--- src/rtl/core/mcspg_pkg.sv ---
// Package of the multi-channel step pulse generator: sizes, field offsets,
// register codes and the command type passed from the front end to the back end.
// No dependencies.
package mcspg_pkg;

  localparam int NUM_CHANNELS = 11;
  localparam int COUNT_WIDTH  = 32;
  localparam int CH_IDX_W     = (NUM_CHANNELS > 1) ? $clog2(NUM_CHANNELS) : 1;

  localparam int GUARDS      = 4;
  localparam int MOTOR_IDX_W = 4;
  localparam int LIMIT_W     = 4;
  localparam int OUT_MASK_W  = 11;

  // Input item layout in in_tdata.
  localparam int IDX_LSB   = 0;
  localparam int DIR_BIT   = IDX_LSB + MOTOR_IDX_W;
  localparam int CNT_LSB   = DIR_BIT + 1;
  localparam int LIM_LSB   = CNT_LSB + 32;
  localparam int IN_DATA_W = 48;

  // Result item layout in out_tdata.
  localparam int PULSE_LSB  = 0;
  localparam int DIRM_LSB   = PULSE_LSB + OUT_MASK_W;
  localparam int ROT_BIT    = DIRM_LSB + OUT_MASK_W;
  localparam int REJ_BIT    = ROT_BIT + 1;
  localparam int OUT_DATA_W = 24;

  // Command codes carried in in_tuser.
  localparam logic CMD_RUN  = 1'b0;
  localparam logic CMD_TICK = 1'b1;

  // Configuration port.
  localparam int CFG_IDX_W  = 3;
  localparam int CFG_DATA_W = 4;
  localparam logic [CFG_IDX_W-1:0] REG_GUARD_A      = 3'd0;
  localparam logic [CFG_IDX_W-1:0] REG_GUARD_B      = 3'd1;
  localparam logic [CFG_IDX_W-1:0] REG_GUARD_C      = 3'd2;
  localparam logic [CFG_IDX_W-1:0] REG_GUARD_D      = 3'd3;
  localparam logic [CFG_IDX_W-1:0] REG_BLOCKED_MASK = 3'd4;

  localparam logic [MOTOR_IDX_W-1:0] GUARD_RESET [GUARDS] = '{4'd1, 4'd2, 4'd4, 4'd9};
  localparam logic [GUARDS-1:0] BLOCKED_RESET = 4'd13;

  // Command queue depth.
  localparam int QDEPTH = 2;
  localparam int QPTR_W = (QDEPTH > 1) ? $clog2(QDEPTH) : 1;
  localparam int QCNT_W = $clog2(QDEPTH + 1);

  typedef enum logic [1:0] {
    OP_LOAD,
    OP_TICK,
    OP_REJECT
  } op_t;

  typedef struct packed {
    op_t                    op;
    logic [CH_IDX_W-1:0]    chan;
    logic                   dir;
    logic [COUNT_WIDTH-1:0] count;
  } cmd_t;

endpackage

--- src/rtl/core/mcspg_front.sv ---
// Front end: holds the guard configuration and classifies each input item
// as a channel load, a tick or a rejected command. Uses mcspg_pkg.
module mcspg_front import mcspg_pkg::*; (
  input  logic                  clk,
  input  logic                  rst_n,
  input  logic                  cfg_we,
  input  logic [CFG_IDX_W-1:0]  cfg_index,
  input  logic [CFG_DATA_W-1:0] cfg_wdata,
  input  logic [IN_DATA_W-1:0]  in_tdata,
  input  logic                  in_tuser,
  output cmd_t                  cmd
);

  logic [MOTOR_IDX_W-1:0] guard_r [GUARDS];
  logic [GUARDS-1:0]      blocked_r;

  logic [MOTOR_IDX_W-1:0] idx;
  logic                   dir;
  logic [LIMIT_W-1:0]     lim;
  logic                   refuse;

  always_ff @(posedge clk) begin
    if (!rst_n) begin
      for (int i = 0; i < GUARDS; i++) begin
        guard_r[i] <= GUARD_RESET[i];
      end
      blocked_r <= BLOCKED_RESET;
    end else if (cfg_we) begin
      case (cfg_index)
        REG_GUARD_A:      guard_r[0] <= cfg_wdata;
        REG_GUARD_B:      guard_r[1] <= cfg_wdata;
        REG_GUARD_C:      guard_r[2] <= cfg_wdata;
        REG_GUARD_D:      guard_r[3] <= cfg_wdata;
        REG_BLOCKED_MASK: blocked_r  <= cfg_wdata;
        default: ;
      endcase
    end
  end

  assign idx = in_tdata[IDX_LSB +: MOTOR_IDX_W];
  assign dir = in_tdata[DIR_BIT];
  assign lim = in_tdata[LIM_LSB +: LIMIT_W];

  always_comb begin
    // An index past the last channel is always refused.
    refuse = ({1'b0, idx} >= (MOTOR_IDX_W + 1)'(NUM_CHANNELS));
    for (int i = 0; i < GUARDS; i++) begin
      if (lim[i] && (idx == guard_r[i]) && (dir == blocked_r[i])) begin
        refuse = 1'b1;
      end
    end
  end

  always_comb begin
    if (in_tuser == CMD_TICK) begin
      cmd.op = OP_TICK;
    end else if (refuse) begin
      cmd.op = OP_REJECT;
    end else begin
      cmd.op = OP_LOAD;
    end
    cmd.chan  = idx[CH_IDX_W-1:0];
    cmd.dir   = dir;
    cmd.count = in_tdata[CNT_LSB +: COUNT_WIDTH];
  end

endmodule

--- src/rtl/core/mcspg_queue.sv ---
// Short command queue between the front end and the back end, so that
// each side can stall on its own. Uses mcspg_pkg.
module mcspg_queue import mcspg_pkg::*; (
  input  logic clk,
  input  logic rst_n,
  input  logic push_valid,
  output logic push_ready,
  input  cmd_t push_cmd,
  output logic pop_valid,
  input  logic pop_ready,
  output cmd_t pop_cmd
);

  cmd_t              mem_r [QDEPTH];
  logic [QPTR_W-1:0] wr_ptr_r, wr_ptr_nxt;
  logic [QPTR_W-1:0] rd_ptr_r, rd_ptr_nxt;
  logic [QCNT_W-1:0] count_r, count_nxt;
  logic              push;
  logic              pop;

  assign push_ready = rst_n && (count_r != QCNT_W'(QDEPTH));
  assign pop_valid  = (count_r != '0);
  assign pop_cmd    = mem_r[rd_ptr_r];

  assign push = push_valid && push_ready;
  assign pop  = pop_valid && pop_ready;

  always_comb begin
    wr_ptr_nxt = wr_ptr_r;
    rd_ptr_nxt = rd_ptr_r;
    count_nxt  = count_r;
    if (push) begin
      wr_ptr_nxt = (wr_ptr_r == QPTR_W'(QDEPTH - 1)) ? '0 : wr_ptr_r + 1'b1;
    end
    if (pop) begin
      rd_ptr_nxt = (rd_ptr_r == QPTR_W'(QDEPTH - 1)) ? '0 : rd_ptr_r + 1'b1;
    end
    if (push && !pop) begin
      count_nxt = count_r + 1'b1;
    end else if (pop && !push) begin
      count_nxt = count_r - 1'b1;
    end
  end

  always_ff @(posedge clk) begin
    if (!rst_n) begin
      wr_ptr_r <= '0;
      rd_ptr_r <= '0;
      count_r  <= '0;
    end else begin
      wr_ptr_r <= wr_ptr_nxt;
      rd_ptr_r <= rd_ptr_nxt;
      count_r  <= count_nxt;
    end
  end

  always_ff @(posedge clk) begin
    if (push) begin
      mem_r[wr_ptr_r] <= push_cmd;
    end
  end

endmodule

--- src/rtl/core/mcspg_back.sv ---
// Back end: the per-channel step counters and direction bits, the busy flag,
// and the registered result item. Uses mcspg_pkg.
module mcspg_back import mcspg_pkg::*; (
  input  logic                  clk,
  input  logic                  rst_n,
  input  logic                  q_valid,
  output logic                  q_ready,
  input  cmd_t                  q_cmd,
  output logic                  out_tvalid,
  input  logic                  out_tready,
  output logic [OUT_DATA_W-1:0] out_tdata
);

  logic [COUNT_WIDTH-1:0] rem_r [NUM_CHANNELS];
  logic [COUNT_WIDTH-1:0] rem_nxt [NUM_CHANNELS];
  logic [NUM_CHANNELS-1:0] dir_r, dir_nxt;
  logic                    busy_r, busy_nxt;
  logic                    out_valid_r;
  logic [OUT_DATA_W-1:0]   out_data_r, out_data_nxt;

  logic                    pop;
  logic [NUM_CHANNELS-1:0] pulse;
  logic                    rej;
  logic [OUT_MASK_W-1:0]   pulse_lines;
  logic [OUT_MASK_W-1:0]   dir_lines;

  // The result register takes a new item whenever it is empty or draining.
  assign q_ready = !out_valid_r || out_tready;
  assign pop     = q_valid && q_ready;

  always_comb begin
    rem_nxt  = rem_r;
    dir_nxt  = dir_r;
    busy_nxt = busy_r;
    pulse    = '0;
    rej      = 1'b0;
    if (pop) begin
      case (q_cmd.op)
        OP_TICK: begin
          for (int ch = 0; ch < NUM_CHANNELS; ch++) begin
            if (rem_r[ch] != '0) begin
              pulse[ch]   = 1'b1;
              rem_nxt[ch] = rem_r[ch] - COUNT_WIDTH'(1);
            end
          end
          busy_nxt = |pulse;
        end
        OP_LOAD: begin
          rem_nxt[q_cmd.chan] = q_cmd.count;
          dir_nxt[q_cmd.chan] = q_cmd.dir;
        end
        OP_REJECT: begin
          rej = 1'b1;
        end
        default: ;
      endcase
    end
  end

  always_comb begin
    pulse_lines = '0;
    dir_lines   = '0;
    for (int i = 0; i < OUT_MASK_W; i++) begin
      if (i < NUM_CHANNELS) begin
        pulse_lines[i] = pulse[i];
        dir_lines[i]   = dir_nxt[i];
      end
    end
    out_data_nxt = {rej, busy_nxt, dir_lines, pulse_lines};
  end

  always_ff @(posedge clk) begin
    if (!rst_n) begin
      for (int ch = 0; ch < NUM_CHANNELS; ch++) begin
        rem_r[ch] <= '0;
      end
      dir_r       <= '0;
      busy_r      <= 1'b0;
      out_valid_r <= 1'b0;
    end else begin
      rem_r  <= rem_nxt;
      dir_r  <= dir_nxt;
      busy_r <= busy_nxt;
      if (q_ready) begin
        out_valid_r <= q_valid;
      end
    end
  end

  always_ff @(posedge clk) begin
    if (pop) begin
      out_data_r <= out_data_nxt;
    end
  end

  assign out_tvalid = out_valid_r;
  assign out_tdata  = out_data_r;

endmodule

--- src/rtl/core/multi_channel_step_pulse_generator_top.sv ---
// Step and direction generator for eleven stepper channels, taking one item per
// clock cycle while in_tready is high. An item is either a run command (in_tuser
// low) that loads one channel's step count and direction, or a tick (in_tuser
// high) that pulses every channel whose count is nonzero and counts it down. Each
// item yields exactly one result item: the classified command is written into the
// queue when the item is accepted, and the back end registers the result when it
// pops the command while the output is not stalled. The front end checks the run
// command against the four limit-switch guards and the channel range and
// classifies the item; a two-entry command queue then feeds the back end, which
// holds all counters and updates them in parallel. Sustained rate is one item
// per cycle while out_tready stays high, set by the queue's full flag and the
// single result register; when out_tready stays low, the queue fills and
// in_tready drops after two more items. Configuration writes take effect on the
// next clock edge and must only be made while the block is idle.
// Depends on mcspg_pkg, mcspg_front, mcspg_queue and mcspg_back.
module multi_channel_step_pulse_generator_top import mcspg_pkg::*; (
  input  logic                  clk,
  input  logic                  rst_n,
  // Configuration write port.
  input  logic                  cfg_we,
  input  logic [CFG_IDX_W-1:0]  cfg_index,
  input  logic [CFG_DATA_W-1:0] cfg_wdata,
  // Input items.
  input  logic                  in_tvalid,
  output logic                  in_tready,
  // in_tdata, low bit first: motor_index[3:0], direction[4],
  // step_count[36:5], switch_flags[40:37], zero fill [47:41].
  input  logic [IN_DATA_W-1:0]  in_tdata,
  // in_tuser: command (0 = run command, 1 = tick).
  input  logic                  in_tuser,
  // Result items.
  output logic                  out_tvalid,
  input  logic                  out_tready,
  // out_tdata, low bit first: pulse_mask[10:0], direction_mask[21:11],
  // rotating[22], rejected[23].
  output logic [OUT_DATA_W-1:0] out_tdata
);

  cmd_t front_cmd;
  cmd_t q_cmd;
  logic q_valid;
  logic q_ready;

  // Classification is combinational; the classified command enters the queue
  // at the edge where the item is accepted.
  mcspg_front u_front (
    .clk       (clk),
    .rst_n     (rst_n),
    .cfg_we    (cfg_we),
    .cfg_index (cfg_index),
    .cfg_wdata (cfg_wdata),
    .in_tdata  (in_tdata),
    .in_tuser  (in_tuser),
    .cmd       (front_cmd)
  );

  mcspg_queue u_queue (
    .clk        (clk),
    .rst_n      (rst_n),
    .push_valid (in_tvalid),
    .push_ready (in_tready),
    .push_cmd   (front_cmd),
    .pop_valid  (q_valid),
    .pop_ready  (q_ready),
    .pop_cmd    (q_cmd)
  );

  // The back end carries out one command per cycle while its result
  // register can take the result.
  mcspg_back u_back (
    .clk        (clk),
    .rst_n      (rst_n),
    .q_valid    (q_valid),
    .q_ready    (q_ready),
    .q_cmd      (q_cmd),
    .out_tvalid (out_tvalid),
    .out_tready (out_tready),
    .out_tdata  (out_tdata)
  );

endmodule

--- config.mk ---
export PLATFORM = sky130hd
export DESIGN_NAME = multi_channel_step_pulse_generator_top
export DESIGN_NICKNAME = d
export VERILOG_FILES = /design/src/rtl/core/mcspg_pkg.sv /design/src/rtl/core/mcspg_front.sv /design/src/rtl/core/mcspg_queue.sv /design/src/rtl/core/mcspg_back.sv /design/src/rtl/core/multi_channel_step_pulse_generator_top.sv
export SDC_FILE = /design/constraint.sdc
export NUM_CORES = 1
export LEC_CHECK = 0
export BUFFER_PORTS_ARGS = -buffer_cell sky130_fd_sc_hd__buf_2
export CAP_MARGIN = 20
export CORE_UTILIZATION = 25
export DETAILED_ROUTE_END_ITERATION = 8
export SLEW_MARGIN = 20
export SYNTH_ARGS = -nofsm -noshare
export SYNTH_HDL_FRONTEND = slang
export SYNTH_SLANG_ARGS = --single-unit
export TNS_END_PERCENT = 5
--- constraint.sdc ---
create_clock -name clk -period 3.67 [get_ports clk]
set_clock_uncertainty 0.15 [all_clocks]
set_input_delay 0 -clock clk [delete_from_list [all_inputs] [get_ports clk]]
set_output_delay 0 -clock clk [all_outputs]
set_load 0.03 [all_outputs]
==> results of run 1 <==
==> cell type report <==
type	instances	area, um^2	share of cell area [%]
Multi-Input combinational cell	2533	15400	46.9
Sequential cell	492	11000	33.7
Timing Repair Buffer	334	2670	8.13
Tap cell	1476	1850	5.63
Clock buffer	78	1550	4.72
Inverter	47	181	0.553
Clock inverter	21	130	0.397
==> flip-flops by register name, indices dropped and copies added, names as in the netlist, named ones only <==
name / count
u_back.busy_r: 1
u_back.dir_r: 11
u_queue.count_r: 2
u_front.guard_r: 16
u_queue.wr_ptr_r: 1
u_back.out_tvalid: 1
u_back.out_tdata: 24
u_front.blocked_r: 4
u_back.rem_r: 352
u_queue.rd_ptr_r: 1
u_queue.mem_r: 78
==> logic make-up after synthesis <==
| group | count (synthesis) | synth area share (%) |
|---|---|---|
| simple gates | 1212 | 22.5 |
| compound gates | 1158 | 26.9 |
| flops | 492 | 40.0 |
| buf+inv | 339 | 4.97 |
| xor+xnor | 103 | 3.27 |
| mux | 37 | 1.34 |
| fa+ha+maj | 23 | 1.04 |
==> cell usage after synthesis, types with 10 or more instances <==
master and instances:
o21ai_1 16, and3_1 14, nand3b_1 10, o221ai_1 55
nand2_1 293, mux2i_1 37, a211oi_1 17, a31o_2 35
o32a_1 10, nand3_1 76, nor4_1 104, nor3_1 126
nand2b_1 16, or2_2 24, ha_1 23, o21a_1 15
buf_1 16, dfxtp_1 374, o22ai_1 123, o21ai_0 304
and2_1 35, a31oi_1 23, edfxtp_1 118, a32o_1 10
or3_1 58, o211ai_1 15, o32ai_1 78, or4_1 56
xor2_1 45, a21oi_1 325, inv_1 47, nor2_1 306
o31a_1 19, nand4_1 29, clkbuf_1 225, o31ai_1 13
o211a_1 53, buf_2 37, xnor2_1 58
==> through the flow <==
stage               instance area [um^2]  instances
finish                             32800       4981
global route                       32800       4981
CTS                                32800       4981
detailed placement                 30100       4787
global placement                   30100       4787
floorplan                          27600       3364
==> worst min-delay path by stage <==
stage                            start                        endpoint  slack, ps  cells after the start
after floorplan            in_tdata[5]   u_queue.mem_r[0][0]$_DFFE_PP_        -50                      0
after global placement    in_tdata[12]   u_queue.mem_r[0][7]$_DFFE_PP_         40                      1
after detailed placement  in_tdata[15]  u_queue.mem_r[1][10]$_DFFE_PP_         40                      1
after CTS                  in_tdata[4]  u_queue.mem_r[1][32]$_DFFE_PP_         60                      2
after global routing       in_tdata[4]  u_queue.mem_r[1][32]$_DFFE_PP_         80                      2
final                      in_tdata[4]  u_queue.mem_r[1][32]$_DFFE_PP_         80                      2
==> metal layers <==
metal	GRT usage, %	vias to the layer above
met5	0	-
met1	22.7	13400
met3	1.97	232
met2	26.5	1086
li1	-	12900
met4	7.63	0
==> placed cells by master, fill, tap and decap left out, types with 30 or more instances in the layout <==
master         netlist  layout
and2_1              35      34
o21ai_0            304     301
o221ai_1            55      55
xnor2_1             58      58
a21oi_1            325     325
xor2_1              45      45
buf_4                9     151
dlygate4sd3_1        0      95
nor3_1             126     126
mux2i_2              0      30
inv_1               47      45
or4_1               56      56
dfxtp_1            374     373
or3_1               58      58
edfxtp_1           118     118
nor4_1             104     103
o32ai_1             78      78
o22ai_1            123     122
buf_2               37      78
o211a_1             53      53
nand2_1            293     292
nor2_1             306     304
nand3_1             76      76
a31o_2              35      35
clkbuf_16            0      55
==> worst max-delay path: cells and delay by family (launching register included) <==
family | cells | cell delay [ps]
AND/OR/NAND/NOR | 6 | 2330
flip-flops | 1 | 350
buffers and inverters | 1 | 200
==> flow_summary.toml, run 1 <==
[setup_path]
rrSetupSlack_ps = 380
start_kind = "register"
reg2reg_depth = 7
reg2reg_to = "u_back.out_tdata[22]$_DFFE_PP_"
critPathRequiredTime_ps = 3880
crit_type = "register to register"
arrival_ps = 3500
worst-path-max-fanout = 7
worstReg2RegStart = "u_back.rem_r[146]$_SDFFE_PN0P_"
cp-end-kind = "register"
startpoint = "u_back.rem_r[146]$_SDFFE_PN0P_"
cp_slowest_cell = "or4_1"
worst_path_largest_cell_delay_ps = 680
crit_end = "u_back.out_tdata[22]$_DFFE_PP_"
path_cells = "or4_1, or4_1, nor4_1, buf_4, nand3_1, nor4_1, nor2_1"

[sta]
rsz0062_at_grt = "false"
relSlewSlack_pct = 27.5
setup_viol = 0
slew_viol_final = 0
finalCriticalPeriod_ps = 3290
max_freq_mhz = 304
holdWs_ps = 76.2
fin_crit_sh_pct = 89.7
layout_setup_ws_ps = 379
finalSetupTns_ps = 0
finalHoldViolations = 0
tightest_slew_ps = 1060

[detailed_routing]
first_pass_iters = 6
wl_met3_um = 7320
top_layer_used = "met4"
dr.first_iter.drc_count = 2929
viasPerCell = 5.54
drc = 0
wl_met1_um = 42500
vias = 27600
routedWlPerCell_um = 19.5
wl_um = 97100
dr_wl_met2_um = 43100
ant_nets = 0

[floorplanning]
fp.coreArea_um2 = 109000
std_cell_rows = 121
fp.dieW_um = 334
die_y_um = 334
die-area_um2 = 112000
ios = 87
start_util_pct = 25.3

[logic_synthesis]
yosysTopAreaCell = "dfxtp_1"
syn_inst = 3364
ys_types = 80
synth_edf_count = 118
ys_warn_count = 0
synth_top_cell_area_share_pct = 27.2
netlist_area_um2 = 27600
synth.avg_cell_area_um2 = 8.20
syn_nets = 3448
synth_seq_area_share_pct = 40.0
synth_area_leaders = "dfxtp_1 27%, edfxtp_1 13%, a21oi_1 5.9%"
ys_seq_elements = 492
async_reset_ff_share_pct = 0
synthFlopType = "dfxtp_1"

[cts]
clk_latency_ps = 620
htreeDepth = 2
clkSinkCount = 492
cts_tree = "built"
cts_buffers = 54
cts_buffer_depth = 3
root_buffer = "clkbuf_16"
post_cts_buffers = 0
hold_buffers = 95
cts_resized = 0
path_clk_slew_ps = 60

[global_routing]
grt_pass1_vias = 25300
antenna_found_initial = 6
grt_overflow = 0
grt_pass1_wl_um = 149000
grt_use_total_pct = 16.7
grt_max_degree = 98

[final_layout]
drive_gt1_share_pct = 13.3
fillers = 11500
final_nets = 3546
area_growth_pct = 18.9
antenna_cells = 0
final_core_util_pct = 30.0

[outcome]
status = "finished clean"

[worst_hold_path]
hold_path.class = "primary input to register"

[placed_design]
place_ws_ps = 442
gp_congestion = 0.856
dp_hpwl_um = 58600
io_buffers = 79

[job]
max-cap-violations = 0
Power of run 1 is left out: the tool's default activity adds up to more than one toggle a clock period on the data nets, which glitch-free logic cannot reach.
==> run 2, diff against run 1 <==
--- a/config.mk
+++ b/config.mk
@@ -9,6 +9,7 @@
 export CAP_MARGIN = 20
 export CORE_UTILIZATION = 25
 export DETAILED_ROUTE_END_ITERATION = 8
+export SETUP_SLACK_MARGIN = 0.5
 export SLEW_MARGIN = 20
 export SYNTH_ARGS = -nofsm -noshare
 export SYNTH_HDL_FRONTEND = slang
==> run 2 against run 1 <==
Effect of this change: hold slack improved by 0.76 ps; first-iteration DRC count increased by 4.1%; critical endpoint is now u_back.rem_r[301]$_SDFFE_PN0P_; non-clock buffer count increased by 1; die area unchanged.
==> flow_summary.toml, run 2 (synthesis gave the netlist of run 1 again) <==
[setup_path]
cp_slowest_cell = "a211o_1"
crit_end = "u_back.rem_r[301]$_SDFFE_PN0P_"
reg2reg_to = "u_back.rem_r[301]$_SDFFE_PN0P_"
worst-path-max-fanout = 26
path_cells = "or3b_2, a211o_1, a41oi_1, or2_2, buf_4, o221ai_1, o211a_1"
crit_type = "register to register"
reg2reg_depth = 7
rrSetupSlack_ps = 480
start_kind = "register"
critPathRequiredTime_ps = 4030
arrival_ps = 3550
cp-end-kind = "register"
worst_path_largest_cell_delay_ps = 570

[cts]
cts_tree = "built"
clkSinkCount = 492
clk_latency_ps = 620
cts_buffer_depth = 3
root_buffer = "clkbuf_16"
path_clk_slew_ps = 60
htreeDepth = 2
cts_buffers = 54

[sta]
setup_viol = 0
tightest_slew_ps = 1060
rsz0062_at_grt = "true"
finalHoldViolations = 0
finalSetupTns_ps = 0
fin_crit_sh_pct = 86.8
max_freq_mhz = 314
finalCriticalPeriod_ps = 3190
slew_viol_final = 0
relSlewSlack_pct = 27.8

[floorplanning]
die-area_um2 = 112000
die_y_um = 334
start_util_pct = 25.3
fp.dieW_um = 334
ios = 87
std_cell_rows = 121
fp.coreArea_um2 = 109000

[global_routing]
grt_overflow = 0
grt.busiest_layer = "met2"
grt_util_met2_pct = 26.5
grt_max_degree = 98
antenna_found_initial = 6
grt_pass1_wl_um = 149000
grt_pass1_vias = 25300
met3_usage_pct = 1.97
grt_use_total_pct = 16.7
grtUsageMet1_pct = 22.7

[outcome]
status = "finished clean"

[final_layout]
final_nets = 3547
drive_gt1_share_pct = 13.4
regMostFlops = "u_back.rem_r"
layout_commonest_cell = "dfxtp_1"
final_cell_mix = "373 x dfxtp_1, 325 x a21oi_1, 304 x nor2_1"
largest_reg_flops = 352
area_growth_pct = 19.1

[placed_design]
dp_hpwl_um = 58600
io_buffers = 79
gp_congestion = 0.856

[detailed_routing]
vias = 27500
wl_um = 97000
first_pass_iters = 6
viasPerCell = 5.52
routedWlPerCell_um = 19.5
ant_nets = 0
drc = 0
dr.first_iter.drc_count = 3049

[job]
max-cap-violations = 0

[worst_hold_path]
hold_path.class = "primary input to register"
hold_path_depth = 2
## run 2: area by class of cell
type                            count  area [um^2]
Fill cell                       11500        76300
Timing Repair Buffer              335         2670
Antenna cell                        1         2.50
Tap cell                         1476         1850
Sequential cell                   492        11000
Multi-Input combinational cell   2533        15400
Clock inverter                     21          130
Clock buffer                       78         1550
Inverter                           47          181
## run 2: worst max-delay path, delay by kind of cell (launching register included)
family                 cells  cell delay [ps]
AO/OA/AOI/OAI              4             1260
buffers and inverters      1              300
flip-flops                 1              450
AND/OR/NAND/NOR            2              910
## run 2: through the flow
stage          area (um^2)  hold WS, ps  worst slack [ps]  utilization [%]  std cells
2_1_floorplan        27600        -51.1               188                -       3364
3_5_place_dp         30100         40.7               442             27.6       4787
5_1_grt              32800         84.0               343             30.1       4982
6_report             32800         76.9               483             30.1       4983
4_1_cts              32800         57.8               445             30.0       4981
3_3_place_gp         30100         39.0               457             27.6       4787
## run 2: what timing repair did
action                                  4_1_cts  5_1_grt
resized for setup                             1        6
endpoints found under the hold margin       208        0
endpoints found under the setup margin       14      159
cloned                                        0        0
hold buffers                                 95        0
pin swaps                                     0        1
buffers inserted                              0        1
## run 2: worst min path at each step
stage / to / start
detailed placement: u_queue.mem_r[1][10]$_DFFE_PP_ / in_tdata[15]
CTS: u_queue.mem_r[1][32]$_DFFE_PP_ / in_tdata[4]
floorplan: u_queue.mem_r[0][0]$_DFFE_PP_ / in_tdata[5]
finish: u_queue.mem_r[1][32]$_DFFE_PP_ / in_tdata[4]
global route: u_queue.mem_r[1][32]$_DFFE_PP_ / in_tdata[4]
global placement: u_queue.mem_r[0][7]$_DFFE_PP_ / in_tdata[12]
## run 2: layer usage
layer	routed length (um)	share of wire, %
met5	0	0
met3	7380	7.6
met4	4190	4.3
met2	43100	44
met1	42400	44
Power of run 2 is left out for the same reason.
